File: src/hdl/pcc_pkg.sv
`default_nettype none
// ----------------------------------------------------------------------------
// pcc_pkg
// shared types, constants and the arctangent table of the converter
// ----------------------------------------------------------------------------
package pcc_pkg;

  localparam logic MODE_CART  = 1'b0;
  localparam logic MODE_POLAR = 1'b1;

  // inverse cordic gain, q30
  localparam logic [29:0] INVK_Q30 = 30'd652032874;

  // angle accumulator units are pi/2^31
  localparam logic signed [31:0] Z_QUARTER = 32'sh4000_0000;
  localparam logic [31:0]        Z_HALF    = 32'h8000_0000;

  // output angle units are pi/32768
  localparam logic signed [16:0] ANG_PI          = 17'sd32768;
  localparam logic signed [16:0] ANG_HALF_PI     = 17'sd16384;
  localparam logic signed [16:0] ANG_NEG_HALF_PI = -17'sd16384;

  typedef struct packed {
    logic              valid;
    logic              mode;
    logic              spec;
    logic              xneg;
    logic              yneg;
    logic signed [5:0] sh;
  } ctl_t;

  function automatic logic signed [31:0] atan_entry(input int idx);
    logic signed [31:0] v;
    case (idx)
      0:  v = 32'sh20000000;
      1:  v = 32'sh12E4051E;
      2:  v = 32'sh09FB385B;
      3:  v = 32'sh051111D4;
      4:  v = 32'sh028B0D43;
      5:  v = 32'sh0145D7E1;
      6:  v = 32'sh00A2F61E;
      7:  v = 32'sh00517C55;
      8:  v = 32'sh0028BE53;
      9:  v = 32'sh00145F2F;
      10: v = 32'sh000A2F98;
      11: v = 32'sh000517CC;
      12: v = 32'sh00028BE6;
      13: v = 32'sh000145F3;
      14: v = 32'sh0000A2FA;
      15: v = 32'sh0000517D;
      16: v = 32'sh000028BE;
      17: v = 32'sh0000145F;
      18: v = 32'sh00000A30;
      19: v = 32'sh00000518;
      20: v = 32'sh0000028C;
      21: v = 32'sh00000146;
      22: v = 32'sh000000A3;
      23: v = 32'sh00000051;
      24: v = 32'sh00000029;
      25: v = 32'sh00000014;
      26: v = 32'sh0000000A;
      27: v = 32'sh00000005;
      28: v = 32'sh00000003;
      29: v = 32'sh00000001;
      30: v = 32'sh00000001;
      default: v = 32'sh00000000;
    endcase
    return v;
  endfunction

endpackage
`default_nettype wire

File: src/hdl/pcc_post.sv
`default_nettype none
// ----------------------------------------------------------------------------
// pcc_post
// two output stages: rounding and saturation of coordinates, gain removal
// and rounding of the radius, angle quadrant mapping, output register
// ----------------------------------------------------------------------------
module pcc_post #(
  parameter int COORD_WIDTH = 16,
  parameter int XW          = 34
) (
  input  logic                        clk,
  input  logic                        rst_n,
  input  logic                        en,
  input  pcc_pkg::ctl_t               ctl_i,
  input  logic signed [XW-1:0]        x_i,
  input  logic signed [XW-1:0]        y_i,
  input  logic signed [31:0]          z_i,
  output logic                        out_valid,
  output logic signed [COORD_WIDTH:0] out_result_a,
  output logic signed [COORD_WIDTH:0] out_result_b
);

  localparam int W = COORD_WIDTH;
  localparam logic signed [XW-1:0] C_HI = XW'((longint'(1) <<< (W - 1)) - 1);
  localparam logic signed [XW-1:0] C_LO = -C_HI - XW'(1);

  function automatic logic signed [W:0] sat_coord(input logic signed [XW-1:0] v);
    logic signed [XW-1:0] s;
    s = (v + XW'(32768)) >>> 16;
    if (s > C_HI) begin
      return C_HI[W:0];
    end else if (s < C_LO) begin
      return C_LO[W:0];
    end
    return s[W:0];
  endfunction

  // stage p
  logic [31:0]        xc;
  logic signed [31:0] zs;
  logic               fin_nxt, fin_r;
  pcc_pkg::ctl_t      p_ctl_r;
  logic signed [W:0]  p_a_nxt, p_a_r, p_b_nxt, p_b_r;
  logic [61:0]        p_prod_nxt, p_prod_r;
  logic [14:0]        p_ang_nxt, p_ang_r;

  always_comb begin
    xc = x_i[XW-1] ? 32'd0 : x_i[31:0];
    if (z_i[31]) begin
      zs = '0;
    end else if (z_i > pcc_pkg::Z_QUARTER) begin
      zs = pcc_pkg::Z_QUARTER;
    end else begin
      zs = z_i;
    end
    p_prod_nxt = 62'(xc) * 62'(pcc_pkg::INVK_Q30);
    p_ang_nxt  = 15'((zs + 32'sd32768) >>> 16);
    fin_nxt    = (ctl_i.mode == pcc_pkg::MODE_CART) || ctl_i.spec;
    if (ctl_i.mode == pcc_pkg::MODE_CART) begin
      p_a_nxt = sat_coord(x_i);
      p_b_nxt = sat_coord(y_i);
    end else begin
      p_a_nxt = {1'b0, x_i[W-1:0]};
      p_b_nxt = (W+1)'(z_i);
    end
  end

  always_ff @(posedge clk) begin
    if (!rst_n) begin
      p_ctl_r <= '0;
    end else if (en) begin
      p_ctl_r <= ctl_i;
    end
  end

  always_ff @(posedge clk) begin
    if (en) begin
      fin_r    <= fin_nxt;
      p_a_r    <= p_a_nxt;
      p_b_r    <= p_b_nxt;
      p_prod_r <= p_prod_nxt;
      p_ang_r  <= p_ang_nxt;
    end
  end

  // stage q
  logic [5:0]         tot_c;
  logic [62:0]        rnd_c, q_c;
  logic [W-1:0]       rad_c;
  logic signed [16:0] a17, ang_c;
  logic               valid_r;
  logic signed [W:0]  res_a_nxt, res_a_r, res_b_nxt, res_b_r;

  assign tot_c = 6'(30 + int'(p_ctl_r.sh));
  assign rnd_c = {1'b0, p_prod_r} + (63'd1 << (tot_c - 6'd1));
  assign q_c   = rnd_c >> tot_c;
  assign rad_c = (|q_c[62:W]) ? {W{1'b1}} : q_c[W-1:0];
  assign a17   = signed'({2'b00, p_ang_r});

  always_comb begin
    case ({p_ctl_r.xneg, p_ctl_r.yneg})
      2'b00:   ang_c = a17;
      2'b10:   ang_c = pcc_pkg::ANG_PI - a17;
      2'b11:   ang_c = pcc_pkg::ANG_PI + a17;
      default: ang_c = -a17;
    endcase
    if (fin_r) begin
      res_a_nxt = p_a_r;
      res_b_nxt = p_b_r;
    end else begin
      res_a_nxt = {1'b0, rad_c};
      res_b_nxt = (W+1)'(ang_c);
    end
  end

  always_ff @(posedge clk) begin
    if (!rst_n) begin
      valid_r <= 1'b0;
    end else if (en) begin
      valid_r <= p_ctl_r.valid;
    end
  end

  always_ff @(posedge clk) begin
    if (en) begin
      res_a_r <= res_a_nxt;
      res_b_r <= res_b_nxt;
    end
  end

  assign out_valid    = valid_r;
  assign out_result_a = res_a_r;
  assign out_result_b = res_b_r;

endmodule
`default_nettype wire
File: config.mk
export PLATFORM = sky130hd
export DESIGN_NAME = pcc_post
export DESIGN_NICKNAME = d
export VERILOG_FILES = /design/src/hdl/pcc_pkg.sv /design/src/hdl/pcc_post.sv
export SDC_FILE = /design/constraint.sdc
export NUM_CORES = 2
export LEC_CHECK = 0
export ABC_CLOCK_PERIOD_IN_PS = 8700
export BUFFER_PORTS_ARGS = -buffer_cell sky130_fd_sc_hd__buf_4
export CORE_MARGIN = 4
export CORE_UTILIZATION = 59
export CTS_CLUSTER_DIAMETER = 80
export DETAILED_ROUTE_END_ITERATION = 7
export PLACE_DENSITY = 0.8
export SETUP_SLACK_MARGIN = 0.02
export SYNTH_ARGS = -nofsm -noshare
export SYNTH_HDL_FRONTEND = slang
export SYNTH_SLANG_ARGS = --single-unit
File: constraint.sdc
create_clock -name clk -period 8.7 [get_ports clk]
set_input_delay 0.87 -clock clk [delete_from_list [all_inputs] [get_ports clk]]
set_output_delay 0.87 -clock clk [all_outputs]
set_load 0.02 [all_outputs]
==> impl_results.md <==
* Fin nets at 5147
* Synth Cell Area at 34700 um^2
* CTS root buffer: clkbuf_16
* Die height at 250 um
* Worst min-delay path category: flip-flop to flip-flop
* Final setup vio count at 0
* Final Hold Fails at 0
* Post-route DRC violation count at 0
* Final Critical Period at 8.45 ns
* Worst R2R Start: p_ctl_r[1]
* Hold-fix buffers, CTS at 0
* P&R area growth vs syn at 12.5%
* Max Buffers Root-to-Sink at 2
* CTS sink count at 155
* Max Slew Vio Count at 0
* Top Ports at 149
* Worst Tran Pin Value at 1.16 ns
* Top cells by area, synth: fa_1 26%, ha_1 15%, edfxtp_1 13%
* Post-synthesis cell count at 3849
* Setup slack after layout at 0.246 ns
* Finished Core Util at 67.4%
* First drt pass iteration count at 6
* Worst skew pair latency at 0.47 ns
* EDFF count, synth at 145
* Wire per inst at 21.7 um
* Largest net degree at the start of global routing at 87
* Cell variety after synth at 100
* Flop2flop setup slack at 0.30 ns
* Seq/Total Area, Yosys at 13.1%
* CP max stage cell: fa_1
* Port buffer count at 133
* Total of max-cap violations at 0
* First-pass GRT wire length at 166000 um
* Ratio of cells with drive above 1 in the final layout at 13.9%
* Post-synth top flop: edfxtp_1
* Max-slew headroom at 22.5%
* Initial drt markers at 3079
* Crit path launch: x_i[33]
* Vias at 29800
* Synth area leader: fa_1
* Via density at 6.05
* Num CTS Buffers at 17
* Worst clock skew at 0.0227 ns
* Fillers at 4610
* Status: completed
* Largest fanout on the critical path at 12
* Setup TNS at 0 ns
* Critical Path AT at 8.65 ns
* Crit path kind: primary input to flip-flop
* Area of the die at 62700 um^2
* R2R Path End: out_result_a[7]
* CTS tree: yes
* Most common cell in the synthesized netlist: inv_1
* Worst setup endpoint: p_prod_r[58]
* Final GP Congestion at 1.10
* Req. time, crit path at 8.90 ns
* Clk slew on worst S/H paths at 0.08 ns
* Yosys top cell area share at 26.5%
* Htree depth at 4
* Starting Density at 59.9%
* Synth top cells by count: 697 x inv_1, 459 x fa_1, 422 x ha_1
* Initial antenna violation count at 4
* CP max stage delay at 0.53 ns
* Overflow after GRT at 0
* Die X at 250 um
* GRT Overall Usage at 33.8%
* Flops & latches, synth at 155
* Fmax at 0.118 GHz
* CP Launch Type: primary input
* Post-synthesis average cell area at 9.01 um^2
* Core area at 57900 um^2
* Mapped Nets at 4844
* Register Area at 4560 um^2
* Multi-input logic area at 27000 um^2
* WL final at 107000 um
* Vias in the first global route at 30300
* Post-route ant nets at 0
* Final worst-path cycle share at 97.2%
* Setup slack after placement at -0.305 ns
* Cell Rows at 88
* Ys async rst share at 0%
* Placed cell count at 4893
* HPWL after DPL at 91000 um
* Ys Warns at 0
* Kind of capture point of the worst setup path: flip-flop
* R2R depth at 25
* Post-Layout Cell Count at 4931
cell families (layout without fill, tap and decap cells):
family	count (synthesis)	count (layout)	share of synthesized area, %
AO/OA/AOI/OAI	787	787	15.1
XOR/XNOR	172	172	4.34
adder cells (fa/ha/maj)	881	881	41.7
buffers and inverters	834	1150	9.17
flip-flops	155	155	13.1
multiplexers	128	128	4.41
other	0	1	0
AND/OR/NAND/NOR	892	892	12.1
layout by cell type (no fill, tap or decap), types with 10 or more instances in the layout:
cell,synthesis,layout
nand2_1,264,264
mux4_2,15,15
o21ai_1,8,10
a211o_1,11,11
nor2_1,259,257
o22ai_1,17,17
nor3_1,56,56
o21bai_1,16,16
nor4_1,28,28
edfxtp_1,145,145
o211ai_1,33,33
mux2i_1,74,74
nand2b_1,28,28
a22oi_1,12,12
a21o_1,60,60
inv_1,697,687
nor2b_1,34,30
and3_1,23,23
nand4_1,50,50
a21oi_1,243,242
and2_1,20,20
xnor2_1,108,105
or3_1,13,13
fa_1,459,459
and4_1,11,11
o21ai_0,124,122
mux2_2,36,36
or4_1,10,10
a211oi_1,46,45
xor2_1,64,62
a31oi_1,26,26
ha_1,422,421
clkbuf_16,0,17
buf_4,1,417
nand3_1,71,71
o31ai_1,18,18
o21a_1,42,42
layer usage:
metal,wire [um],up-vias,part of all wire [%],track usage [%]
met2,49300,1448,46,54.9
li1,-,13700,-,-
met3,9350,342,8.7,6.42
met4,5460,2,5.1,14.2
met5,17,-,0.016,0
met1,42700,14300,40,44.6
worst max-delay path, delay by kind of cell:
| family | cells | cell delay, ns |
|---|---|---|
| fa+ha+maj | 9 | 3.87 |
| compound gates | 10 | 1.75 |
| buf+inv | 15 | 1.65 |
| simple gates | 4 | 0.39 |
| xor+xnor | 1 | 0.10 |
area by class of cell:
type                       instances  area share [%]
multi-input combinational       2860            69.3
sequential                       155            11.7
timing repair buffer             421            8.21
inverter                         697            6.73
tap                              765            2.45
clock buffer                      17            1.09
clock inverter                    15           0.494
antenna                            1         0.00642
flip-flops by register name, summed over array words and instances (netlist names):
register      count
out_result_b     17
fin_r             1
p_ctl_r           9
p_ang_r          15
p_b_r            17
out_valid         1
out_result_a     17
p_a_r            17
p_prod_r         61
worst min-delay path by stage:
stage	startpoint	to	depth (start not counted)
after floorplan	p_ctl_r[10]	p_ctl_r[10]	2
after global placement	p_ctl_r[10]	p_ctl_r[10]	2
after detailed placement	p_b_r[15]	out_result_b[15]	2
after CTS	p_b_r[15]	out_result_b[15]	2
after global routing	p_b_r[15]	out_result_b[15]	2
final	p_b_r[15]	out_result_b[15]	2
what timing repair did:
| item | CTS | global route |
|---|---|---|
| resized for setup | 0 | 9 |
| setup buffers | 0 | 5 |
| endpoints found under the setup margin | 0 | 10 |
stage by stage:
stage / area, um^2 / hold WS (ns)
floorplan: 34700 / 0.482
global route: 39000 / 0.564
detailed placement: 38300 / 0.515
global placement: 38300 / 0.500
finish: 39000 / 0.528
CTS: 38900 / 0.534
Power is left out: the tool's default activity adds up to more than one toggle a clock period on the data nets, which glitch-free logic cannot reach.
