==> config.mk <==
export PLATFORM = sky130hd
export DESIGN_NAME = pcc_pre
export DESIGN_NICKNAME = d
export VERILOG_FILES = /design/src/hdl/pcc_pkg.sv /design/src/hdl/pcc_pre.sv
export SDC_FILE = /design/constraint.sdc
export NUM_CORES = 1
export LEC_CHECK = 0
export BUFFER_PORTS_ARGS = -buffer_cell sky130_fd_sc_hd__buf_2
export CORE_UTILIZATION = 45
export CTS_CLUSTER_DIAMETER = 120
export CTS_CLUSTER_SIZE = 28
export DETAILED_ROUTE_END_ITERATION = 8
export HOLD_SLACK_MARGIN = 0.05
export PLACE_DENSITY = 0.66
export REMOVE_ABC_BUFFERS = 1
export SYNTH_ARGS = -nofsm -noshare
export SYNTH_HDL_FRONTEND = slang
export SYNTH_SLANG_ARGS = --single-unit
==> constraint.sdc <==
create_clock -name clk -period 9.2 [get_ports clk]
set_input_delay 0 -clock clk [delete_from_list [all_inputs] [get_ports clk]]
set_output_delay 0 -clock clk [all_outputs]
set_load 0.005 [all_outputs]
==> src/hdl/pcc_pkg.sv <==
`default_nettype none
// ----------------------------------------------------------------------------
// pcc_pkg
// shared types, constants and the arctangent table of the converter
// ----------------------------------------------------------------------------
package pcc_pkg;

  localparam logic MODE_CART  = 1'b0;
  localparam logic MODE_POLAR = 1'b1;

  // inverse cordic gain, q30
  localparam logic [29:0] INVK_Q30 = 30'd652032874;

  // angle accumulator units are pi/2^31
  localparam logic signed [31:0] Z_QUARTER = 32'sh4000_0000;
  localparam logic [31:0]        Z_HALF    = 32'h8000_0000;

  // output angle units are pi/32768
  localparam logic signed [16:0] ANG_PI          = 17'sd32768;
  localparam logic signed [16:0] ANG_HALF_PI     = 17'sd16384;
  localparam logic signed [16:0] ANG_NEG_HALF_PI = -17'sd16384;

  typedef struct packed {
    logic              valid;
    logic              mode;
    logic              spec;
    logic              xneg;
    logic              yneg;
    logic signed [5:0] sh;
  } ctl_t;

  function automatic logic signed [31:0] atan_entry(input int idx);
    logic signed [31:0] v;
    case (idx)
      0:  v = 32'sh20000000;
      1:  v = 32'sh12E4051E;
      2:  v = 32'sh09FB385B;
      3:  v = 32'sh051111D4;
      4:  v = 32'sh028B0D43;
      5:  v = 32'sh0145D7E1;
      6:  v = 32'sh00A2F61E;
      7:  v = 32'sh00517C55;
      8:  v = 32'sh0028BE53;
      9:  v = 32'sh00145F2F;
      10: v = 32'sh000A2F98;
      11: v = 32'sh000517CC;
      12: v = 32'sh00028BE6;
      13: v = 32'sh000145F3;
      14: v = 32'sh0000A2FA;
      15: v = 32'sh0000517D;
      16: v = 32'sh000028BE;
      17: v = 32'sh0000145F;
      18: v = 32'sh00000A30;
      19: v = 32'sh00000518;
      20: v = 32'sh0000028C;
      21: v = 32'sh00000146;
      22: v = 32'sh000000A3;
      23: v = 32'sh00000051;
      24: v = 32'sh00000029;
      25: v = 32'sh00000014;
      26: v = 32'sh0000000A;
      27: v = 32'sh00000005;
      28: v = 32'sh00000003;
      29: v = 32'sh00000001;
      30: v = 32'sh00000001;
      default: v = 32'sh00000000;
    endcase
    return v;
  endfunction

endpackage
`default_nettype wire

==> src/hdl/pcc_pre.sv <==
`default_nettype none
// ----------------------------------------------------------------------------
// pcc_pre
// two input stages: gain scaling and quadrant fold for polar input,
// magnitude, special cases and normalization for cartesian input
// ----------------------------------------------------------------------------
module pcc_pre #(
  parameter int COORD_WIDTH = 16,
  parameter int XW          = 34
) (
  input  logic                          clk,
  input  logic                          rst_n,
  input  logic                          en,
  input  logic                          in_valid,
  input  logic                          in_mode,
  input  logic signed [COORD_WIDTH-1:0] in_coord_a,
  input  logic signed [COORD_WIDTH:0]   in_coord_b,
  output pcc_pkg::ctl_t                 ctl_o,
  output logic signed [XW-1:0]          x_o,
  output logic signed [XW-1:0]          y_o,
  output logic signed [31:0]            z_o
);

  localparam int W    = COORD_WIDTH;
  localparam int PW   = W + 31;
  localparam int MSBW = $clog2(W + 1);

  // stage a
  logic signed [30:0]   invk_s;
  logic signed [W:0]    a_ext;
  logic signed [W+16:0] b_ext;
  pcc_pkg::ctl_t        a_ctl_nxt, a_ctl_r;
  logic signed [PW-1:0] a_prod_nxt, a_prod_r;
  logic [W:0]           a_ax_nxt, a_ax_r;
  logic [W:0]           a_ay_nxt, a_ay_r;
  logic                 a_xzero_r, a_yzero_r;
  logic [15:0]          a_ang_r;

  assign invk_s = {1'b0, pcc_pkg::INVK_Q30};
  assign a_ext  = (W+1)'(in_coord_a);
  assign b_ext  = (W+17)'(in_coord_b);

  always_comb begin
    a_ctl_nxt       = '0;
    a_ctl_nxt.valid = in_valid;
    a_ctl_nxt.mode  = in_mode;
    a_ctl_nxt.xneg  = in_coord_a[W-1];
    a_ctl_nxt.yneg  = in_coord_b[W];
    a_prod_nxt      = PW'(in_coord_a) * PW'(invk_s);
    a_ax_nxt        = in_coord_a[W-1] ? $unsigned(-a_ext) : $unsigned(a_ext);
    a_ay_nxt        = in_coord_b[W] ? $unsigned(-in_coord_b) : $unsigned(in_coord_b);
  end

  always_ff @(posedge clk) begin
    if (!rst_n) begin
      a_ctl_r <= '0;
    end else if (en) begin
      a_ctl_r <= a_ctl_nxt;
    end
  end

  always_ff @(posedge clk) begin
    if (en) begin
      a_prod_r  <= a_prod_nxt;
      a_ax_r    <= a_ax_nxt;
      a_ay_r    <= a_ay_nxt;
      a_xzero_r <= (in_coord_a == '0);
      a_yzero_r <= (in_coord_b == '0);
      a_ang_r   <= b_ext[15:0];
    end
  end

  // stage b
  logic [W:0]           or_c;
  logic [MSBW-1:0]      msb_c;
  logic signed [5:0]    sh_c;
  logic [W+29:0]        nx_c, ny_c;
  logic signed [31:0]   z_t;
  logic signed [XW-1:0] x_t;
  pcc_pkg::ctl_t        ctl_nxt, ctl_r;
  logic signed [XW-1:0] x_nxt, x_r, y_nxt, y_r;
  logic signed [31:0]   z_nxt, z_r;

  assign or_c = a_ax_r | a_ay_r;

  always_comb begin
    msb_c = '0;
    for (int k = 0; k < W + 1; k++) begin
      if (or_c[k]) begin
        msb_c = MSBW'(k);
      end
    end
  end

  assign sh_c = 6'(29 - int'(msb_c));
  assign nx_c = {a_ax_r, 29'b0} >> msb_c;
  assign ny_c = {a_ay_r, 29'b0} >> msb_c;
  assign z_t  = {a_ang_r, 16'h0000};
  assign x_t  = XW'(a_prod_r >>> 14);

  always_comb begin
    ctl_nxt = a_ctl_r;
    x_nxt   = x_t;
    y_nxt   = '0;
    z_nxt   = z_t;
    if (a_ctl_r.mode == pcc_pkg::MODE_CART) begin
      if (z_t > pcc_pkg::Z_QUARTER) begin
        x_nxt = -x_t;
        z_nxt = z_t - pcc_pkg::Z_HALF;
      end else if (z_t < -pcc_pkg::Z_QUARTER) begin
        x_nxt = -x_t;
        z_nxt = z_t + pcc_pkg::Z_HALF;
      end
    end else if (a_yzero_r) begin
      ctl_nxt.spec = 1'b1;
      x_nxt        = XW'(a_ax_r);
      z_nxt        = a_ctl_r.xneg ? 32'(pcc_pkg::ANG_PI) : '0;
    end else if (a_xzero_r) begin
      ctl_nxt.spec = 1'b1;
      x_nxt        = a_ay_r[W] ? XW'({W{1'b1}}) : XW'(a_ay_r);
      z_nxt        = a_ctl_r.yneg ? 32'(pcc_pkg::ANG_NEG_HALF_PI)
                                  : 32'(pcc_pkg::ANG_HALF_PI);
    end else begin
      ctl_nxt.sh = sh_c;
      x_nxt      = XW'(nx_c[29:0]);
      y_nxt      = XW'(ny_c[29:0]);
      z_nxt      = '0;
    end
  end

  always_ff @(posedge clk) begin
    if (!rst_n) begin
      ctl_r <= '0;
    end else if (en) begin
      ctl_r <= ctl_nxt;
    end
  end

  always_ff @(posedge clk) begin
    if (en) begin
      x_r <= x_nxt;
      y_r <= y_nxt;
      z_r <= z_nxt;
    end
  end

  assign ctl_o = ctl_r;
  assign x_o   = x_r;
  assign y_o   = y_r;
  assign z_o   = z_r;

endmodule
`default_nettype wire

==> implementation parameters, run 1 <==
Parameter                              Value

Setup path
  End of the worst register-to-register path    y_o[21]$_SDFFCE_PP0P_
  Delay-heaviest family, CP    adder cells
  Delay contributed by the slowest stage of the critical path    0.60 ns
  Buffering stage count on the worst path with inverters included    4
  CP Data Required Time    9.40 ns
  Chain of cells forming the critical path    buf_2 -> inv_1 -> ha_1 -> fa_1 -> inv_1 -> fa_1 -> inv_1 -> fa_1 -> fa_1 -> fa_1 -> ha_1 -> o21ai_0 -> a21boi_0 -> o211a_1 -> o211ai_1 -> a21boi_1 -> o311ai_1 -> o31ai_1 -> a311oi_1 -> nor2_1
  Start of the worst register-to-register path    a_ay_r[16]$_SDFFCE_PN0P_
  Slowest cell on the critical path    sky130_fd_sc_hd__fa_1
  Nature of the critical path endpoint    flip-flop
  Startpoint type of the worst setup path    input pin
  Critical-path maximum fanout    9
  Arrival time of data at the critical path endpoint    6.27 ns
  Most frequent cell on the critical path    sky130_fd_sc_hd__fa_1
  Kind of critical path    in -> reg
  Worst setup slack for register-to-register paths    5.12 ns
  Reg2reg path depth    9

STA
  Min Clock Period, post-route    6.069 ns
  Hold Vio Cnt, Final    0
  Worst slew margin relative to its limit    0.3060
  Final period utilization    0.6597
  Transition time at the pin with the least slew margin    1.033 ns
  Number of max-slew violations in the final report    0
  Final number of setup-violating endpoints    0
  Final TNS setup    0 ns
  Min Hold Slack    0.1062 ns
  Final clock skew    0.01382 ns
  RSZ-0062 raised after global routing    false
  Achievable frequency    164.8 MHz

Drt
  Sum of routed wire length over all layers    46.76 mm
  Number of remaining DRC errors    0
  Final ANT Viol Nets    0
  Vias/cell    5.393
  First-pass detailed-route iteration total    6
  Routed via count    12260
  First DRT Iteration DRCs    962
  Routed len/inst    20.56 um

Yosys
  Number of synthesized flops with an enable pin    166
  Area fraction in and, or, nand and nor cells after synthesis    0.08372
  Gate count of the mapped netlist    1593
  Synth area leaders    sky130_fd_sc_hd__edfxtp_1, sky130_fd_sc_hd__fa_1, sky130_fd_sc_hd__ha_1
  Yosys synthesis warning count    0
  Sequential cell area fraction in the yosys report    0.3083
  Adder-cell share of the synthesized area    0.3359
  Leading cell types by count after synthesis    sky130_fd_sc_hd__inv_1, sky130_fd_sc_hd__fa_1, sky130_fd_sc_hd__ha_1, sky130_fd_sc_hd__edfxtp_1, sky130_fd_sc_hd__nor2_1
  Dominant cell by count in the synthesized netlist    sky130_fd_sc_hd__inv_1
  Post-synthesis register bit count    181
  Multiplexer area fraction after synthesis    0.04489
  Compound-Gate Fraction of Synth Area    0.1023
  Dominant combinational cell family by area after synthesis    adder cells
  Avg Cell Area, Syn    10.76 um2
  Number of distinct library cells after synthesis    84
  Most used DFF post-synth    sky130_fd_sc_hd__edfxtp_1
  Netlist Area Pre-Place    0.01714 mm2
  Leading area contributor after synthesis    sky130_fd_sc_hd__edfxtp_1
  Area share of the largest cell type after synthesis    0.2908
  Asr flop ratio synth    0
  Post-Synth XOR/XNOR Area    0.04241

Global route
  Wire length of the first global-routing pass    71.88 mm
  Initial antenna violation count    1
  Pin count of the biggest net entering global routing    95
  Total global routing overflow    0
  Met1 Track Usage GR    0.3348
  Met2 Track Usage GR    0.4057
  Total global-route track usage    0.2474
  GRT Max-Usage Layer    met2
  Met3 usage    0.03551
  Via count of the first global-routing pass    12300

Place
  Global placement routability congestion    0.9649
  Count of buffers from port buffering    130
  Sum of net half-perimeters after detailed placement    38.76 mm

Min path
  Terminating pin of the worst hold path    a_ax_r[13]$_DFFE_PP_
  Worst Min Path Start    in_coord_a[13]
  Hold Crit Depth    2
  Worst hold-check path type    in -> reg

Final layout
  Area used by multi-input combinational logic    0.01056 mm2
  Area taken by flip-flops and latches    0.005285 mm2
  Number of fill cells    3436
  Share of post-route cells with drive strength above 1    0.1135
  Final net count    2141
  Layout-stage area growth over the synthesis result    11.58%

Floorplan
  Area of the core    0.03758 mm2
  Die width    197.2 um
  Initial Util    0.4562
  I/O pin count    149
  Die Footprint    0.03888 mm2
  Vert. Die Dim    197.2 um
  Row count    71

Power
  Peak supply drop    0.0003397 V
  Power density over the cells    392.9 mW/mm2
  Leakage power    8.973 nW

Clocking
  Clock tree sinks    181
  Number of buffers between clock root and the deepest sink    2
  Clk pin slew, worst setup/hold paths    0.08 ns
  Clock latency at the later pin of the worst-skew pair    0.45 ns
  Root buffer cell    sky130_fd_sc_hd__clkbuf_16
  TritonCTS clock tree    built
  Post-cts gate resize count    0
  TritonCTS buffer count    17
  CTS H-tree depth    4

Job
  Maximum capacitance violations    0

Run status
  Result of the run    finished, final reports clean
==> layer usage <==
layer,up-vias,wire (um)
li1,5685,-
met3,76,2543
met2,461,22120
met5,-,0
met1,6042,20850
met4,0,1237
==> flip-flops by register name, summed over array words and instances, names as in the netlist, 11 cells and up <==
name / count
a_ang_r: 15
a_prod_r: 33
a_ay_r: 17
a_ax_r: 17
z_o: 18
y_o: 30
ctl_o: 11
x_o: 34
==> repair_timing <==
action                                  4_1_cts  5_1_grt
setup buffers                                 0        0
endpoints found under the hold margin        41        0
endpoints found under the setup margin        0        0
hold buffers                                 23        0
==> cell usage in the layout (no fill, tap or decap), types with 7 or more instances in the layout <==
cell type | Yosys | routed
sky130_fd_sc_hd__a31oi_1 | 7 | 7
sky130_fd_sc_hd__xor2_1 | 25 | 25
sky130_fd_sc_hd__inv_1 | 290 | 290
sky130_fd_sc_hd__mux2_2 | 8 | 8
sky130_fd_sc_hd__xnor2_1 | 58 | 58
sky130_fd_sc_hd__nor2b_1 | 13 | 13
sky130_fd_sc_hd__buf_2 | 4 | 129
sky130_fd_sc_hd__or3_1 | 8 | 8
sky130_fd_sc_hd__o31ai_1 | 16 | 16
sky130_fd_sc_hd__o221ai_1 | 15 | 15
sky130_fd_sc_hd__buf_4 | 20 | 9
sky130_fd_sc_hd__dfxtp_1 | 15 | 15
sky130_fd_sc_hd__nand2_1 | 81 | 81
sky130_fd_sc_hd__o21ai_0 | 48 | 48
sky130_fd_sc_hd__clkbuf_16 | 0 | 18
sky130_fd_sc_hd__edfxtp_1 | 166 | 166
sky130_fd_sc_hd__a211oi_1 | 8 | 8
sky130_fd_sc_hd__nor2_1 | 100 | 100
sky130_fd_sc_hd__a21o_1 | 26 | 26
sky130_fd_sc_hd__nand2b_1 | 9 | 9
sky130_fd_sc_hd__nor3_1 | 24 | 24
sky130_fd_sc_hd__mux2i_1 | 63 | 63
sky130_fd_sc_hd__a22oi_1 | 7 | 7
sky130_fd_sc_hd__fa_1 | 177 | 177
sky130_fd_sc_hd__nand4_1 | 9 | 9
sky130_fd_sc_hd__nor4_1 | 11 | 11
sky130_fd_sc_hd__ha_1 | 177 | 177
sky130_fd_sc_hd__a32oi_1 | 7 | 7
sky130_fd_sc_hd__nand3_1 | 15 | 15
sky130_fd_sc_hd__o21ai_1 | 10 | 10
sky130_fd_sc_hd__conb_1 | 1 | 31
sky130_fd_sc_hd__a21oi_1 | 49 | 49
sky130_fd_sc_hd__dlygate4sd3_1 | 0 | 23
==> kinds of logic (layout without fill, tap and decap cells) <==
logic type | after synthesis | after routing
AOI/OAI and AO/OA | 253 | 253
xor gates and xnor gates | 83 | 83
adders and majority gates | 354 | 354
buffers and inverters | 345 | 484
DFF | 181 | 181
muxes | 74 | 74
other | 1 | 32
and+or+nand+nor | 302 | 302
==> stage by stage <==
stage / utilization / total power [mW] / cells / setup slack (ns) / cell area, um2
after global routing: 0.5089 / 8.283 / 2273 / 2.642 / 19120
after detailed placement: 0.4869 / 6.781 / 2218 / 2.659 / 18300
after global placement: 0.4869 / 6.677 / 2218 / 2.768 / 18300
after CTS: 0.5089 / 7.551 / 2273 / 3.160 / 19120
after floorplan: - / 5.367 / 1568 / 3.661 / 16930
final: 0.5090 / 7.515 / 2274 / 3.131 / 19130
==> worst register-to-register path: cells and delay by family (launching register included) <==
| family | cells | cell delay (ns) |
|---|---|---|
| mux | 3 | 1.01 |
| compound gates | 3 | 0.95 |
| flops | 1 | 0.81 |
| simple gates | 2 | 0.61 |
| buf+inv | 1 | 0.43 |
==> report_power, final <==
part	internal, mW	total [mW]	leakage, nW	switching, mW
clock network	0.383	0.724	0.295	0.341
registers	1.37	1.50	1.76	0.130
logic	2.26	5.29	6.92	3.03
total	4.02	7.51	8.97	3.50
==> worst max path at each step <==
stage,start,end,slack [ns],depth (start not counted)
floorplan,in_coord_a[5],a_prod_r[43]$_DFFE_PP_,3.66,23
global placement,in_coord_a[4],a_prod_r[43]$_DFFE_PP_,2.77,24
detailed placement,in_coord_a[4],a_prod_r[43]$_DFFE_PP_,2.66,24
finish,in_coord_a[7],a_prod_r[44]$_DFFE_PP_,3.13,20
global route,in_coord_a[7],a_prod_r[44]$_DFFE_PP_,2.64,20
CTS,in_coord_a[4],a_prod_r[43]$_DFFE_PP_,3.16,24
==> layout make-up <==
type	instances	share of cell area
diodes	1	0.0001308
clock buffers	19	0.02427
clock inverters	13	0.006934
inverters	290	0.05691
multi-input cells	1097	0.5521
flip-flops and latches	181	0.2763
well taps	511	0.03343
repair buffers	162	0.04992
Power figures use the tool's default switching activity.
==> run 2: changes to the inputs <==
PLACE_DENSITY = 0.68   (was 0.66)
clock period = 5.1 ns   (was 9.2 ns; I/O delays follow)
==> implementation parameters, run 2 (synthesis gave the netlist of run 1 again) <==
Parameter                              Value

Floorplan
  Die width    197.2 um
  Die Footprint    0.03888 mm2
  Vert. Die Dim    197.2 um
  Area of the core    0.03758 mm2
  I/O pin count    149
  Row count    71
  Initial Util    0.4562

Place
  Cell total after placement    2412
  Instance area after placement    0.01975 mm2
  Placement-stage worst setup slack    -0.9315 ns
  Global placement routability congestion    1.000
  Sum of net half-perimeters after detailed placement    42.01 mm
  Count of buffers from port buffering    130

Setup path
  Delay contributed by the slowest stage of the critical path    0.56 ns
  CP Data Required Time    5.30 ns
  Critical-path maximum fanout    4
  Slowest cell on the critical path    sky130_fd_sc_hd__fa_2
  Startpoint type of the worst setup path    input pin
  Reg2reg path depth    10
  Kind of critical path    in -> reg
  Critical path depth in cells    22
  Chain of cells forming the critical path    buf_12 -> buf_6 -> fa_2 -> buf_6 -> fa_2 -> fa_2 -> fa_2 -> inv_2 -> fa_1 -> fa_1 -> inv_1 -> ha_2 -> or2_4 -> o22a_1 -> o211ai_1 -> buf_4 -> a21boi_4 -> o311ai_4 -> buf_4 -> o31ai_2 -> a311oi_1 -> nor2_1
  Delay-heaviest family, CP    adder cells
  Most frequent cell on the critical path    sky130_fd_sc_hd__fa_2
  Buffering stage count on the worst path with inverters included    7
  Nature of the critical path endpoint    flip-flop
  Arrival time of data at the critical path endpoint    5.34 ns

Global route
  Pin count of the biggest net entering global routing    79
  Initial antenna violation count    1
  Total global routing overflow    0
  Wire length of the first global-routing pass    77.29 mm
  Total global-route track usage    0.2668
  Via count of the first global-routing pass    13320

Drt
  Met3 wire len    2.646 mm
  Met1 routed wirelength after detailed routing    21.96 mm
  Final ANT Viol Nets    0
  First-pass detailed-route iteration total    8
  Highest metal layer with signal wires    met5
  Routed via count    13060
  Sum of routed wire length over all layers    50.64 mm
  First DRT Iteration DRCs    851
  Total length of routed met2 wires    24.87 mm
  Number of remaining DRC errors    0
  Routed len/inst    20.31 um
  Vias/cell    5.238

Run status
  Violations in the final reports    negative setup slack
  Result of the run    finished with violations

Clocking
  Root buffer cell    sky130_fd_sc_hd__clkbuf_16
  Clk pin slew, worst setup/hold paths    0.08 ns
  Clock tree sinks    181
  CTS H-tree depth    4
  TritonCTS clock tree    built
  Clock latency at the later pin of the worst-skew pair    0.45 ns
  TritonCTS buffer count    17
  Number of buffers between clock root and the deepest sink    2

STA
  Final worst-path setup slack    -0.04294 ns
  Achievable frequency    194.4 MHz
  Final clock skew    0.01240 ns
  Final number of setup-violating endpoints    4
  Min Clock Period, post-route    5.143 ns
  RSZ-0062 raised after global routing    true
  Final period utilization    1.008
  Hold Vio Cnt, Final    0
  Number of max-slew violations in the final report    0
  Transition time at the pin with the least slew margin    1.079 ns
  Worst slew margin relative to its limit    0.2754

Power
  Power density over the cells    850.2 mW/mm2
  Peak supply drop    0.0007677 V
  Leakage power    10.12 nW

Final layout
  Number of standard cells in the layout, taps in and fillers out    2494
  Area of all placed cells without fillers    0.02141 mm2
  Most used cells in the layout excluding fill and tap cells    sky130_fd_sc_hd__inv_1, sky130_fd_sc_hd__buf_4, sky130_fd_sc_hd__edfxtp_1, sky130_fd_sc_hd__fa_1, sky130_fd_sc_hd__ha_1
  Number of diodes added for antenna fixing    0
  Layout-stage area growth over the synthesis result    24.90%
  Max reg flops    34
  Most common library cell in the layout ignoring fill and taps    sky130_fd_sc_hd__inv_1
  Final net count    2362
  Share of post-route cells with drive strength above 1    0.2506

Min path
  Worst hold-check path type    in -> reg
  Hold Crit Depth    1

Job
  Maximum capacitance violations    0
-- run 2: cell count changes in the layout (fill, tap and decap cells not counted), moves of 9 or more --
cell                      previous run  this run
sky130_fd_sc_hd__o21ai_0            48        39
sky130_fd_sc_hd__ha_1              177       155
sky130_fd_sc_hd__inv_2               0        13
sky130_fd_sc_hd__buf_6               1        12
sky130_fd_sc_hd__fa_2                0        13
sky130_fd_sc_hd__buf_2             129       117
sky130_fd_sc_hd__fa_1              177       164
sky130_fd_sc_hd__inv_1             290       272
sky130_fd_sc_hd__buf_4               9       223
sky130_fd_sc_hd__ha_4                0        19
-- run 2: cell type report --
| cell class | instances | area, um2 |
|---|---|---|
| clock buffer | 18 | 450.4 |
| clock inverter | 14 | 175.2 |
| fill | 3195 | 16170 |
| inverter | 290 | 1109 |
| multi-input combinational | 1097 | 11010 |
| sequential | 181 | 5285 |
| tap | 511 | 639.4 |
| timing repair buffer | 383 | 2740 |
-- run 2: worst paths after layout --
path | to | slack [ns] | start
worst max-delay path | a_prod_r[44]$_DFFE_PP_ | -0.04 | in_coord_a[2]
worst min-delay path | x_o[30]$_SDFFCE_PP0P_ | 0.08 | en
worst max register to register | y_o[21]$_SDFFCE_PP0P_ | 1.28 | a_ay_r[5]$_DFFE_PP_
worst min register to register | ctl_o[5]$_SDFFE_PN0P_ | 0.46 | ctl_o[5]$_SDFFE_PN0P_
-- run 2: routing by layer --
layer  global-route usage  vias to the layer above
met5                    0                        -
met4              0.07723                        2
met3              0.03585                       79
met2               0.4612                      428
met1               0.3490                     6420
li1                     -                     6135
-- run 2: where the power goes --
group | internal (mW) | leakage, nW | switching, mW
logic | 7.29 | 8.06 | 6.85
clock network | 0.696 | 0.301 | 0.647
registers | 2.48 | 1.76 | 0.245
-- run 2: timing repair --
| item | 4_1_cts | 5_1_grt |
|---|---|---|
| pin swaps | 49 | 40 |
| hold buffers | 24 | 1 |
| setup endpoints to repair | 21 | 26 |
| cloned | 0 | 0 |
| endpoints found under the hold margin | 47 | 1 |
| resized for setup | 77 | 66 |
| buffers inserted | 17 | 10 |
-- run 2: per-stage QoR --
step / util / hold slack, ns / total power, mW / setup TNS (ns)
floorplan: - / 0.09887 / 9.681 / -3.145
global placement: 0.5257 / 0.2253 / 14.72 / -17.00
detailed placement: 0.5257 / 0.2326 / 14.88 / -18.42
CTS: 0.5611 / 0.05945 / 17.41 / 0
global route: 0.5698 / 0.1030 / 19.85 / -2.417
finish: 0.5698 / 0.07693 / 18.20 / -0.05936
