<file path="src/hdl/pcc_pkg.sv">
`default_nettype none
// ----------------------------------------------------------------------------
// pcc_pkg
// shared types, constants and the arctangent table of the converter
// ----------------------------------------------------------------------------
package pcc_pkg;

  localparam logic MODE_CART  = 1'b0;
  localparam logic MODE_POLAR = 1'b1;

  // inverse cordic gain, q30
  localparam logic [29:0] INVK_Q30 = 30'd652032874;

  // angle accumulator units are pi/2^31
  localparam logic signed [31:0] Z_QUARTER = 32'sh4000_0000;
  localparam logic [31:0]        Z_HALF    = 32'h8000_0000;

  // output angle units are pi/32768
  localparam logic signed [16:0] ANG_PI          = 17'sd32768;
  localparam logic signed [16:0] ANG_HALF_PI     = 17'sd16384;
  localparam logic signed [16:0] ANG_NEG_HALF_PI = -17'sd16384;

  typedef struct packed {
    logic              valid;
    logic              mode;
    logic              spec;
    logic              xneg;
    logic              yneg;
    logic signed [5:0] sh;
  } ctl_t;

  function automatic logic signed [31:0] atan_entry(input int idx);
    logic signed [31:0] v;
    case (idx)
      0:  v = 32'sh20000000;
      1:  v = 32'sh12E4051E;
      2:  v = 32'sh09FB385B;
      3:  v = 32'sh051111D4;
      4:  v = 32'sh028B0D43;
      5:  v = 32'sh0145D7E1;
      6:  v = 32'sh00A2F61E;
      7:  v = 32'sh00517C55;
      8:  v = 32'sh0028BE53;
      9:  v = 32'sh00145F2F;
      10: v = 32'sh000A2F98;
      11: v = 32'sh000517CC;
      12: v = 32'sh00028BE6;
      13: v = 32'sh000145F3;
      14: v = 32'sh0000A2FA;
      15: v = 32'sh0000517D;
      16: v = 32'sh000028BE;
      17: v = 32'sh0000145F;
      18: v = 32'sh00000A30;
      19: v = 32'sh00000518;
      20: v = 32'sh0000028C;
      21: v = 32'sh00000146;
      22: v = 32'sh000000A3;
      23: v = 32'sh00000051;
      24: v = 32'sh00000029;
      25: v = 32'sh00000014;
      26: v = 32'sh0000000A;
      27: v = 32'sh00000005;
      28: v = 32'sh00000003;
      29: v = 32'sh00000001;
      30: v = 32'sh00000001;
      default: v = 32'sh00000000;
    endcase
    return v;
  endfunction

endpackage
`default_nettype wire

</file>
<file path="src/hdl/pcc_cell.sv">
`default_nettype none
// ----------------------------------------------------------------------------
// pcc_cell
// one cordic micro-rotation, rotation or vectoring by mode, registered
// ----------------------------------------------------------------------------
module pcc_cell #(
  parameter int XW    = 34,
  parameter int SHIFT = 0
) (
  input  logic                 clk,
  input  logic                 rst_n,
  input  logic                 en,
  input  pcc_pkg::ctl_t        ctl_i,
  input  logic signed [XW-1:0] x_i,
  input  logic signed [XW-1:0] y_i,
  input  logic signed [31:0]   z_i,
  output pcc_pkg::ctl_t        ctl_o,
  output logic signed [XW-1:0] x_o,
  output logic signed [XW-1:0] y_o,
  output logic signed [31:0]   z_o
);

  localparam logic signed [31:0] ATAN = pcc_pkg::atan_entry(SHIFT);

  logic signed [XW-1:0] dx, dy;
  logic                 ccw;
  pcc_pkg::ctl_t        ctl_r;
  logic signed [XW-1:0] x_nxt, x_r, y_nxt, y_r;
  logic signed [31:0]   z_nxt, z_r;

  assign dx  = y_i >>> SHIFT;
  assign dy  = x_i >>> SHIFT;
  assign ccw = (ctl_i.mode == pcc_pkg::MODE_CART) ? !z_i[31] : y_i[XW-1];

  always_comb begin
    x_nxt = x_i;
    y_nxt = y_i;
    z_nxt = z_i;
    if (!ctl_i.spec) begin
      if (ccw) begin
        x_nxt = x_i - dx;
        y_nxt = y_i + dy;
        z_nxt = z_i - ATAN;
      end else begin
        x_nxt = x_i + dx;
        y_nxt = y_i - dy;
        z_nxt = z_i + ATAN;
      end
    end
  end

  always_ff @(posedge clk) begin
    if (!rst_n) begin
      ctl_r <= '0;
    end else if (en) begin
      ctl_r <= ctl_i;
    end
  end

  always_ff @(posedge clk) begin
    if (en) begin
      x_r <= x_nxt;
      y_r <= y_nxt;
      z_r <= z_nxt;
    end
  end

  assign ctl_o = ctl_r;
  assign x_o   = x_r;
  assign y_o   = y_r;
  assign z_o   = z_r;

endmodule
`default_nettype wire

</file>
<file path="config.mk">
export PLATFORM = sky130hd
export DESIGN_NAME = pcc_cell
export DESIGN_NICKNAME = d
export VERILOG_FILES = /design/src/hdl/pcc_pkg.sv /design/src/hdl/pcc_cell.sv
export SDC_FILE = /design/constraint.sdc
export NUM_CORES = 1
export LEC_CHECK = 0
export BUFFER_PORTS_ARGS = -buffer_cell sky130_fd_sc_hd__buf_2
export CAP_MARGIN = 10
export CORE_MARGIN = 1
export CORE_UTILIZATION = 60
export CTS_CLUSTER_DIAMETER = 150
export DETAILED_ROUTE_END_ITERATION = 6
export GPL_ROUTABILITY_DRIVEN = 0
export GPL_TIMING_DRIVEN = 1
export PLACE_DENSITY = 0.89
export SLEW_MARGIN = 20
export SYNTH_ARGS = -nofsm -noshare
export SYNTH_HDL_FRONTEND = slang
export SYNTH_SLANG_ARGS = --single-unit
</file>
<file path="constraint.sdc">
create_clock -name clk -period 8 [get_ports clk]
set_clock_uncertainty 0.15 [all_clocks]
set_input_delay 1.2 -clock clk [delete_from_list [all_inputs] [get_ports clk]]
set_output_delay 1.2 -clock clk [all_outputs]
set_load 0.005 [all_outputs]
</file>
==> summary.md, run 1 <==
| Metric | Value |
|---|---|
| DIE HEIGHT | `131 µm` |
| Remaining DRCs | `9` |
| Avg Cell Area, Syn | `8.63 µm²` |
| Initial antenna violation count | `2` |
| Flops & latches, synth | `111` |
| Die W | `131 µm` |
| Area growth, synth to finish | `14.8%` |
| Clk slew on worst S/H paths | `0.08 ns` |
| Minimum clock period | `4.49 ns` |
| DR pass1 iterations | `7` |
| Area of the multi-input gates | `6200 µm²` |
| CTS tree | `done` |
| Core area | `16100 µm²` |
| Post-synth net total | `1383` |
| Die footprint | `17300 µm²` |
| Fillers | `1214` |
| Setup-failing EPs final | `0` |
| Worst setup SP type | `primary input` |
| Vias in the first global route | `9378` |
| RSZ-0062 raised after global routing | `false` |
| Gr ovfl total | `0` |
| Max Fanout on Critical Path | `7` |
| Worst setup EP type | `register` |
| Post-CTS resize count | `0` |
| F_max | `223 MHz` |
| Hold WC Path Type | `reg2reg` |
| Synthesized area | `10100 µm²` |
| Most frequent cell after synthesis | `a21oi_1` |
| I/O Pins | `225` |
| Via count | `9824` |
| Dpl hpwl | `22700 µm` |
| Post-synth top area cell | `edfxtp_1` |
| Num CTS Buffers | `9` |
| CTS Buffer Depth | `2` |
| WP data arrival | `4.45 ns` |
| Async set-reset flop share out of synthesis | `0%` |
| CTS root buf | `clkbuf_16` |
| Synth area leaders | `edfxtp_1 (30%), ha_1 (12%), a21oi_1 (6.9%)` |
| H-tree depth | `3` |
| Most frequent cells after synthesis | `a21oi_1 (138), inv_1 (101), edfxtp_1 (100)` |
| NumNets Final | `1562` |
| Netlist cell types | `81` |
| Port Buffers | `224` |
| Synth warn | `0` |
| Max-cap violations | `0` |
| Storage cell area | `3220 µm²` |
| GRT Total Usage | `34.3%` |
| Vias per cell | `6.27` |
| Post-synth EDFFs | `100` |
| Post-CTS setup buffer count | `0` |
| Share of the synthesized area in the top cell type | `29.9%` |
| PwrDens | `165 nW/µm²` |
| Largest net degree at the start of global routing | `76` |
| Post-route ant nets | `0` |
| Tot Pwr | `0.00190 W` |
| Fin crit share | `56.2%` |
| Peak supply drop | `0.000123 V` |
| Pins Over Slew Limit | `0` |
| Synth Instances | `1166` |
| Hold_buf cts | `0` |
| Critical path required time | `7.96 ns` |
| Routed len/inst | `19.1 µm` |
| Rel. slew slack | `28.4%` |
| Rows | `46` |
| Routed WL | `29900 µm` |
| Top_reg_cell synth | `edfxtp_1` |
| Status | `finished, violations left` |
| Failing checks | `design-rule violations` |
| Ratio of cells with drive above 1 in the final layout | `20.4%` |
| Kind of critical path | `in2reg` |
| Starting Density | `62.4%` |
| Setup tns final | `0 ns` |
| Initial detailed-routing violation count | `1356` |
| Hold Fails Final Rpt | `0` |
| Worst-Margin Slew | `1.07 ns` |
| CTS Sinks | `111` |
| Wire length of the first global-routing pass | `47400 µm` |
| P_leak | `5.15 nW` |
| Sequential area share after synthesis | `32.0%` |
| Worst-Skew Late Latency | `0.37 ns` |
[final timing paths]
path                                from        to  slack [ns]  cells past startpoint
worst max-delay path              x_i[0]   y_o[30]        3.51                     13
worst min-delay path            ctl_o[6]  ctl_o[6]        0.37                      2
worst max register to register  ctl_o[4]  ctl_o[4]        7.21                      2
worst min register to register  ctl_o[6]  ctl_o[6]        0.37                      2
[worst max-delay path, stage by stage]
cell      delay (ns)
buf_2           0.12
ha_1            0.25
fa_1            0.43
nor2b_2         0.18
o211ai_1        0.23
and3_1          0.25
o31a_1          0.31
o31ai_1         0.17
a41oi_1         0.58
o21ai_0         0.16
a221oi_1        0.32
xnor2_1         0.16
o21ai_1         0.07
[placed cells by master, fill, tap and decap left out, types with 6 or more instances in the layout]
master     instances
nand2_1           84
mux2i_1           41
or4_1              6
a211oi_1          11
dfxtp_1           11
a31oi_1            9
a21o_1            22
inv_1            101
a21oi_1          138
xnor2_1           66
nand2b_1          11
o31ai_1           10
ha_1              99
nor4_1             7
nor2_1            83
clkbuf_16          9
nand3_1           11
nor2b_1           21
buf_2            222
o21bai_1          25
o211ai_1          16
edfxtp_1         100
o21ai_0           93
nor3_1            17
buf_4              6
nand4_1           17
[sequential cells by signal, indices dropped and copies added, names as in the netlist]
signal  flops
ctl_o      11
x_o        34
y_o        34
z_o        32
[through the flow]
stage | setup slack [ns] | utilization (%) | hold slack (ns) | cell area, µm² | instances
floorplan | 4.03 | - | 0.357 | 10100 | 1166
global placement | 3.40 | 69.8 | 0.340 | 11200 | 1550
detailed placement | 3.30 | 69.8 | 0.350 | 11200 | 1550
CTS | 3.63 | 71.6 | 0.371 | 11500 | 1566
global route | 3.33 | 71.6 | 0.410 | 11500 | 1568
finish | 3.51 | 71.6 | 0.374 | 11500 | 1568
[layer usage]
metal	up-vias	track usage [%]	wire length (µm)
li1	4538	-	-
met1	4492	42.4	11600
met2	663	56.3	13700
met3	131	8.18	3270
met4	0	16.5	1340
met5	-	0	0
[cell type report]
class                   instances  share of cell area [%]
inverters                     104                    3.38
multi-input cells             891                    53.7
clock inverters                 7                   0.639
repair buffers                228                    10.0
clock buffers                   9                    1.95
well taps                     216                    2.34
flip-flops and latches        111                    27.9
diodes                          2                  0.0433
[power by group]
group / leakage (nW) / internal, W / total [W] / switching (W)
combinational: 3.95 / 0.000277 / 0.000704 / 0.000427
clock: 0.140 / 0.000222 / 0.000467 / 0.000245
sequential: 1.07 / 0.000712 / 0.000731 / 0.0000188
[cell families (layout without fill, tap and decap cells)]
logic type      after synthesis  after routing  synth area share, %
buf+inv                     164            348                 6.42
flops                       111            111                 32.0
mux                          45             45                 4.52
simple gates                285            285                 13.6
fa+ha+maj                   103            103                 13.1
xor+xnor                     69             69                 6.01
compound gates              389            389                 24.3
other cells                   0              2                    0
Note: power is estimated with default switching activity, not from simulation.
==> inputs of run 2 (changes only) <==
--- a/config.mk
+++ b/config.mk
@@ -8,12 +8,12 @@
 export BUFFER_PORTS_ARGS = -buffer_cell sky130_fd_sc_hd__buf_2
 export CAP_MARGIN = 10
 export CORE_MARGIN = 1
-export CORE_UTILIZATION = 60
+export CORE_UTILIZATION = 56
 export CTS_CLUSTER_DIAMETER = 150
 export DETAILED_ROUTE_END_ITERATION = 6
 export GPL_ROUTABILITY_DRIVEN = 0
 export GPL_TIMING_DRIVEN = 1
-export PLACE_DENSITY = 0.89
+export PLACE_DENSITY = 0.84
 export SLEW_MARGIN = 20
 export SYNTH_ARGS = -nofsm -noshare
 export SYNTH_HDL_FRONTEND = slang
==> constraint.sdc (replaced) <==
create_clock -name clk -period 4.6 [get_ports clk]
set_clock_uncertainty 0.15 [all_clocks]
set_input_delay 0.69 -clock clk [delete_from_list [all_inputs] [get_ports clk]]
set_output_delay 0.69 -clock clk [all_outputs]
set_load 0.005 [all_outputs]
==> run 2 against run 1 <==
Effect of this change: the run now ends clean; critical path type unchanged; hold slack lost 0.039 ns; sequential power grew 74%; final cell count grew 0.96%; via count is essentially flat; critical path depth is the same; combinational power grew 75%; die area grew 7.0%; largest cell class unchanged; first-iteration DRC count grew 16%; count of clock-buffer cells in the layout is the same; critical endpoint unchanged.
==> summary.md, run 2 (synthesized netlist as in run 1, its figures left out) <==
| Metric | Value |
|---|---|
| Worst-Margin Slew | `0.980 ns (was 1.07 ns)` |
| Critical-path cell with the highest stage delay | `a41oi_1 (unchanged)` |
| Hold_buf cts | `0 (unchanged)` |
| Fillers | `1439 (was 1214)` |
| Combinational share of power | `37.1% (was 37.0%)` |
| Most frequent cells in the layout | `buf_2 (222), a21oi_1 (138), inv_1 (101) (unchanged)` |
| Max Fanout on Critical Path | `7 (unchanged)` |
| Fin crit share | `85.4%` |
| Port Buffers | `224 (unchanged)` |
| Worst path cell trace | `buf_2 -> ha_1 -> fa_1 -> nor2b_2 -> o211ai_1 -> and3_1 -> o31a_1 -> o31ai_1 -> a41oi_1 -> o21ai_0 -> a221oi_1 -> xnor2_1 -> o21ai_1 (unchanged)` |
| Sequential power share | `38.2% (was 38.4%)` |
| Kind of critical path | `in2reg (unchanged)` |
| Area of the multi-input gates | `6200 µm² (unchanged)` |
| DR pass1 iterations | `7 (unchanged)` |
| Minimum clock period | `3.93 ns` |
| Commonest non-fill, non-tap cell in the layout | `buf_2 (unchanged)` |
| Tot Pwr | `0.00333 W (was 0.00190 W)` |
| Die W | `136 µm (was 131 µm)` |
| Worst setup SP type | `primary input (unchanged)` |
| Core area | `17400 µm² (was 16100 µm²)` |
| Rows | `48 (was 46)` |
| Via count | `9820 (was 9824)` |
| Post-CTS resize count | `0 (unchanged)` |
| P_leak | `5.19 nW (was 5.15 nW)` |
| I/O Pins | `225 (unchanged)` |
| Area growth, synth to finish | `15.5% (was 14.8%)` |
| Worst setup EP type | `register (unchanged)` |
| Crit path buf inv count | `1 (unchanged)` |
| Final WS setup | `0.670 ns (was 3.51 ns)` |
| Starting Density | `57.8% (was 62.4%)` |
| Clk pwr share | `24.7% (was 24.5%)` |
| Clk slew on worst S/H paths | `0.08 ns (about the same)` |
| PwrDens | `286 nW/µm² (was 165 nW/µm²)` |
| Max-cap violations | `0 (unchanged)` |
| Initial antenna violation count | `6 (was 2)` |
| Pins Over Slew Limit | `0 (unchanged)` |
| Num CTS Buffers | `9 (unchanged)` |
| Peak supply drop | `0.000188 V (was 0.000123 V)` |
| Vias per cell | `6.20 (was 6.27)` |
| Die footprint | `18500 µm² (was 17300 µm²)` |
| Crit-path leading delay family | `compound AO/OA/AOI/OAI gates (unchanged)` |
| CTS Sinks | `111 (unchanged)` |
| RSZ-0062 raised after global routing | `false (unchanged)` |
| Routed len/inst | `19.2 µm (was 19.1 µm)` |
| Storage cell area | `3220 µm² (unchanged)` |
| H-tree depth | `3 (unchanged)` |
| Hold Fails Final Rpt | `0 (unchanged)` |
| WP data arrival | `3.88 ns (was 4.45 ns)` |
| Setup tns final | `0 ns (unchanged)` |
| Sw frac | `36.5% (was 36.3%)` |
| Wire length of the first global-routing pass | `47200 µm (was 47400 µm)` |
| F_max | `254 MHz` |
| Critical path required time | `4.55 ns (was 7.96 ns)` |
| Setup-failing EPs final | `0 (unchanged)` |
| DIE HEIGHT | `136 µm (was 131 µm)` |
| Hold WC Path Type | `in2reg (was reg2reg)` |
| Routed WL | `30500 µm (was 29900 µm)` |
| CTS root buf | `clkbuf_16 (unchanged)` |
| Ratio of cells with drive above 1 in the final layout | `20.7% (was 20.4%)` |
| Largest net degree at the start of global routing | `84 (was 76)` |
| Post-CTS setup buffer count | `0 (unchanged)` |
| Vias in the first global route | `9233 (was 9378)` |
| Initial detailed-routing violation count | `1574 (was 1356)` |
| NumNets Final | `1567 (was 1562)` |
| GRT Total Usage | `32.9% (was 34.3%)` |
| Status | `finished clean (was finished, violations left)` |
| CTS Buffer Depth | `2 (unchanged)` |
| CP peak stage delay | `0.53 ns (was 0.58 ns)` |
| Worst-Skew Late Latency | `0.37 ns (about the same)` |
| Pre-CTS setup slack | `0.447 ns (was 3.30 ns)` |
| Dpl hpwl | `23100 µm (was 22700 µm)` |
| Remaining DRCs | `0 (was 9)` |
| Post-route ant nets | `0 (unchanged)` |
| Rel. slew slack | `34.6% (was 28.4%)` |
| Gr ovfl total | `0 (unchanged)` |
| CTS tree | `done (unchanged)` |
| NetSw | `0.00121 W (was 0.000691 W)` |
| Int Pwr | `0.00211 W (was 0.00121 W)` |
==> run 2: layout make-up <==
class | count | share of cell area, %
diodes | 3 | 0.0646
repair buffers | 233 | 10.5
inverters | 104 | 3.36
clock buffers | 9 | 1.94
clock inverters | 7 | 0.614
well taps | 225 | 2.42
multi-input cells | 891 | 53.4
flip-flops and latches | 111 | 27.7
==> run 2: worst paths after layout <==
check / from / end / slack [ns] / cells after the start
setup / recovery: x_i[0] / y_o[30] / 0.67 / 13
hold / removal: z_i[3] / z_o[3] / 0.34 / 1
setup reg to reg: ctl_o[8] / ctl_o[8] / 3.81 / 2
hold reg to reg: ctl_o[5] / ctl_o[5] / 0.37 / 2
==> run 2: stage by stage <==
stage | area (µm²) | hold WS, ns | cells | utilization [%]
after floorplan | 10100 | 0.357 | 1166 | -
after global placement | 11300 | 0.341 | 1564 | 65.0
after detailed placement | 11300 | 0.355 | 1564 | 65.0
after CTS | 11600 | 0.331 | 1580 | 66.7
after global routing | 11600 | 0.331 | 1583 | 66.7
final | 11600 | 0.335 | 1583 | 66.7
==> run 2: routing by layer <==
metal	wire [µm]	global-route usage, %	part of all wire (%)	vias up
li1	-	-	-	4545
met2	13700	52.6	45	653
met3	3280	8.80	11	147
met4	1600	18.0	5.2	6
met1	11900	40.2	39	4469
met5	46	0	0.15	-
==> run 2: power by group through the flow <==
| stage | Sequential, W | Combinational (W) | Clock [W] |
|---|---|---|---|
| after floorplan | 0.00131 | 0.000760 | 0 |
| after global placement | 0.00129 | 0.00117 | 0 |
| after detailed placement | 0.00129 | 0.00119 | 0 |
| after CTS | 0.00127 | 0.00120 | 0.000826 |
| after global routing | 0.00128 | 0.00134 | 0.000857 |
| final | 0.00127 | 0.00123 | 0.000821 |
==> inputs of run 3 (changes only) <==
--- a/config.mk
+++ b/config.mk
@@ -5,15 +5,16 @@
 export SDC_FILE = /design/constraint.sdc
 export NUM_CORES = 1
 export LEC_CHECK = 0
-export BUFFER_PORTS_ARGS = -buffer_cell sky130_fd_sc_hd__buf_2
 export CAP_MARGIN = 10
 export CORE_MARGIN = 1
-export CORE_UTILIZATION = 56
+export CORE_UTILIZATION = 60
 export CTS_CLUSTER_DIAMETER = 150
 export DETAILED_ROUTE_END_ITERATION = 6
+export DONT_BUFFER_PORTS = 1
 export GPL_ROUTABILITY_DRIVEN = 0
 export GPL_TIMING_DRIVEN = 1
-export PLACE_DENSITY = 0.84
+export PLACE_DENSITY = 0.78
+export RECOVER_POWER = 50
 export SLEW_MARGIN = 20
 export SYNTH_ARGS = -nofsm -noshare
 export SYNTH_HDL_FRONTEND = slang
==> run 3 against run 2 <==
Effect of this change: wire length shrank 6.6%; final cell count is 15% lower; register-to-register slack got worse by 0.04 ns; critical path type unchanged; critical endpoint is now x_o[30].
==> summary.md, run 3 (synthesized netlist as in run 1, its figures left out) <==
| Metric | Value |
|---|---|
| Status | `finished clean (unchanged)` |
| Remaining DRCs | `0 (unchanged)` |
| Tot Pwr | `0.00310 W (was 0.00333 W)` |
| CP peak stage delay | `0.53 ns (about the same)` |
| Port Buffers | `0 (was 224)` |
| Via count | `8798 (was 9820)` |
| CTS tree | `done (unchanged)` |
| Pre-CTS setup slack | `0.569 ns (was 0.447 ns)` |
| R2r endpoint | `ctl_o[7] (was ctl_o[8])` |
| Rel. slew slack | `49.0% (was 34.6%)` |
| DR pass1 iterations | `6 (was 7)` |
| Hold_buf cts | `0 (unchanged)` |
| Routed len/inst | `21.1 µm (was 19.2 µm)` |
| Most frequent cells in the layout | `a21oi_1 (138), inv_1 (101), edfxtp_1 (100) (was buf_2 (222), a21oi_1 (138), inv_1 (101))` |
| Initial antenna violation count | `0 (was 6)` |
| Core area | `16100 µm² (was 17400 µm²)` |
| Setup tns final | `0 ns (unchanged)` |
| H-tree depth | `3 (unchanged)` |
| Worst setup EP type | `register (unchanged)` |
| Critical path required time | `4.57 ns (was 4.55 ns)` |
| Vias in the first global route | `8144 (was 9233)` |
| Rows | `46 (was 48)` |
| Largest net degree at the start of global routing | `129 (was 84)` |
| Combinational share of power | `31.8% (was 37.1%)` |
| Worst-Skew Late Latency | `0.36 ns (was 0.37 ns)` |
| Internal reg-to-reg setup slack | `3.77 ns (was 3.81 ns)` |
| Post-CTS setup buffer count | `0 (unchanged)` |
| Worst setup SP type | `primary input (unchanged)` |
| RSZ-0062 raised after global routing | `false (unchanged)` |
| Hold_sp | `z_i[27] (was z_i[3])` |
| Worst path cell trace | `ha_1 -> fa_1 -> nor2b_2 -> o211ai_1 -> and3_1 -> o31a_1 -> o31ai_1 -> a41oi_1 -> o21ai_0 -> a221oi_2 -> xnor2_1 -> o21ai_1 (was buf_2 -> ha_1 -> fa_1 -> nor2b_2 -> o211ai_1 -> and3_1 -> o31a_1 -> o31ai_1 -> a41oi_1 -> o21ai_0 -> a221oi_1 -> xnor2_1 -> o21ai_1)` |
| Minimum clock period | `3.77 ns (was 3.93 ns)` |
| Die footprint | `17300 µm² (was 18500 µm²)` |
| Num CTS Buffers | `9 (unchanged)` |
| Post-DP Area | `10200 µm² (was 11300 µm²)` |
| GRT Total Usage | `32.2% (was 32.9%)` |
| Peak supply drop | `0.000167 V (was 0.000188 V)` |
| Int Pwr | `0.00201 W (was 0.00211 W)` |
| Gr ovfl total | `0 (unchanged)` |
| Sw frac | `35.0% (was 36.5%)` |
| Commonest non-fill, non-tap cell in the layout | `a21oi_1 (was buf_2)` |
| CTS root buf | `clkbuf_16 (unchanged)` |
| I/O Pins | `225 (unchanged)` |
| CTS Sinks | `111 (unchanged)` |
| CTS Buffer Depth | `2 (unchanged)` |
| Hold endpoint | `z_o[27] (was z_o[3])` |
| Fin crit share | `82.0% (was 85.4%)` |
| Wire length of the first global-routing pass | `44000 µm (was 47200 µm)` |
| Sequential power share | `42.2% (was 38.2%)` |
| Area growth, synth to finish | `3.92% (was 15.5%)` |
| DIE HEIGHT | `131 µm (was 136 µm)` |
| Dpl hpwl | `21500 µm (was 23100 µm)` |
| Hold Path Depth | `0 (was 1)` |
| Critical-path cell with the highest stage delay | `a41oi_1 (unchanged)` |
| Final WS setup | `0.828 ns (was 0.670 ns)` |
| Worst-Margin Slew | `0.764 ns (was 0.980 ns)` |
| Post-CTS resize count | `0 (unchanged)` |
| Reg2reg start | `ctl_o[7] (was ctl_o[8])` |
| # diodes | `0 (was 3)` |
| WP data arrival | `3.75 ns (was 3.88 ns)` |
| Clk pwr share | `25.9% (was 24.7%)` |
| Routed WL | `28500 µm (was 30500 µm)` |
| PwrDens | `296 nW/µm² (was 286 nW/µm²)` |
| Max-cap violations | `0 (unchanged)` |
| Post-route ant nets | `0 (unchanged)` |
| Hold WC Path Type | `in2reg (unchanged)` |
| Starting Density | `62.4% (was 57.8%)` |
| Kind of critical path | `in2reg (unchanged)` |
| F_max | `265 MHz (was 254 MHz)` |
| Post-route cell area | `10500 µm² (was 11600 µm²)` |
| Die W | `131 µm (was 136 µm)` |
| Max Fanout on Critical Path | `7 (unchanged)` |
| Worst r2r path cells | `2 (unchanged)` |
| Hold Fails Final Rpt | `0 (unchanged)` |
| NetSw | `0.00108 W (was 0.00121 W)` |
| P_leak | `4.29 nW (was 5.19 nW)` |
| NumNets Final | `1343 (was 1567)` |
| Pins Over Slew Limit | `0 (unchanged)` |
| Placed cell count | `1331 (was 1564)` |
| Non-filler cells, final | `1347 (was 1583)` |
| Clk slew on worst S/H paths | `0.10 ns (was 0.08 ns)` |
| Initial detailed-routing violation count | `1302 (was 1574)` |
| Setup-failing EPs final | `0 (unchanged)` |
| Vias per cell | `6.53 (was 6.20)` |
| Ratio of cells with drive above 1 in the final layout | `4.95% (was 20.7%)` |
run 3: cell count changes in the layout (fill, tap and decap cells not counted), sizes merged:
cell      before  now
clkinv         3    4
diode          3    0
clkinvlp       1    0
buf          233    9
run 3: cell type report:
type,instances,area (µm²)
clock buffers,9,225
repair buffers,9,67.6
flip-flops and latches,111,3220
multi-input cells,891,6200
well taps,216,270
inverters,104,390
clock inverters,7,73.8
fillers,1374,5660
run 3: metrics by stage:
step	utilization [%]	hold slack (ns)
after floorplan	-	0.357
after global placement	63.0	0.374
after detailed placement	63.0	0.382
after CTS	64.9	0.244
after global routing	64.9	0.245
final	64.9	0.249
run 3: worst max path at each step:
| stage | depth (start not counted) | to | from |
|---|---|---|---|
| finish | 12 | x_o[30] | x_i[0] |
| global route | 12 | x_o[32] | x_i[2] |
| CTS | 12 | x_o[30] | x_i[0] |
| detailed placement | 12 | x_o[30] | x_i[0] |
| global placement | 12 | y_o[30] | x_i[0] |
| floorplan | 13 | x_o[33] | x_i[6] |
run 3: routing by layer:
| metal | global-route usage (%) | wire length [µm] |
|---|---|---|
| met1 | 42.4 | 11600 |
| met2 | 51.2 | 12900 |
| met3 | 7.83 | 3090 |
| met4 | 11.6 | 832 |
| met5 | 0 | 0 |
run 3: power by group through the flow:
| stage | Clock [W] | Combinational, W | Sequential [W] |
|---|---|---|---|
| floorplan | 0 | 0.000760 | 0.00131 |
| global placement | 0 | 0.000940 | 0.00133 |
| detailed placement | 0 | 0.000950 | 0.00133 |
| CTS | 0.000818 | 0.000959 | 0.00131 |
| global route | 0.000851 | 0.00107 | 0.00132 |
| finish | 0.000803 | 0.000986 | 0.00131 |
run 3: worst max-delay path: cells and delay by family:
family / cells / cell delay [ns]
AND/OR/NAND/NOR: 2 / 0.42
XOR/XNOR: 1 / 0.15
AO/OA/AOI/OAI: 7 / 1.85
adder cells (fa/ha/maj): 2 / 0.63
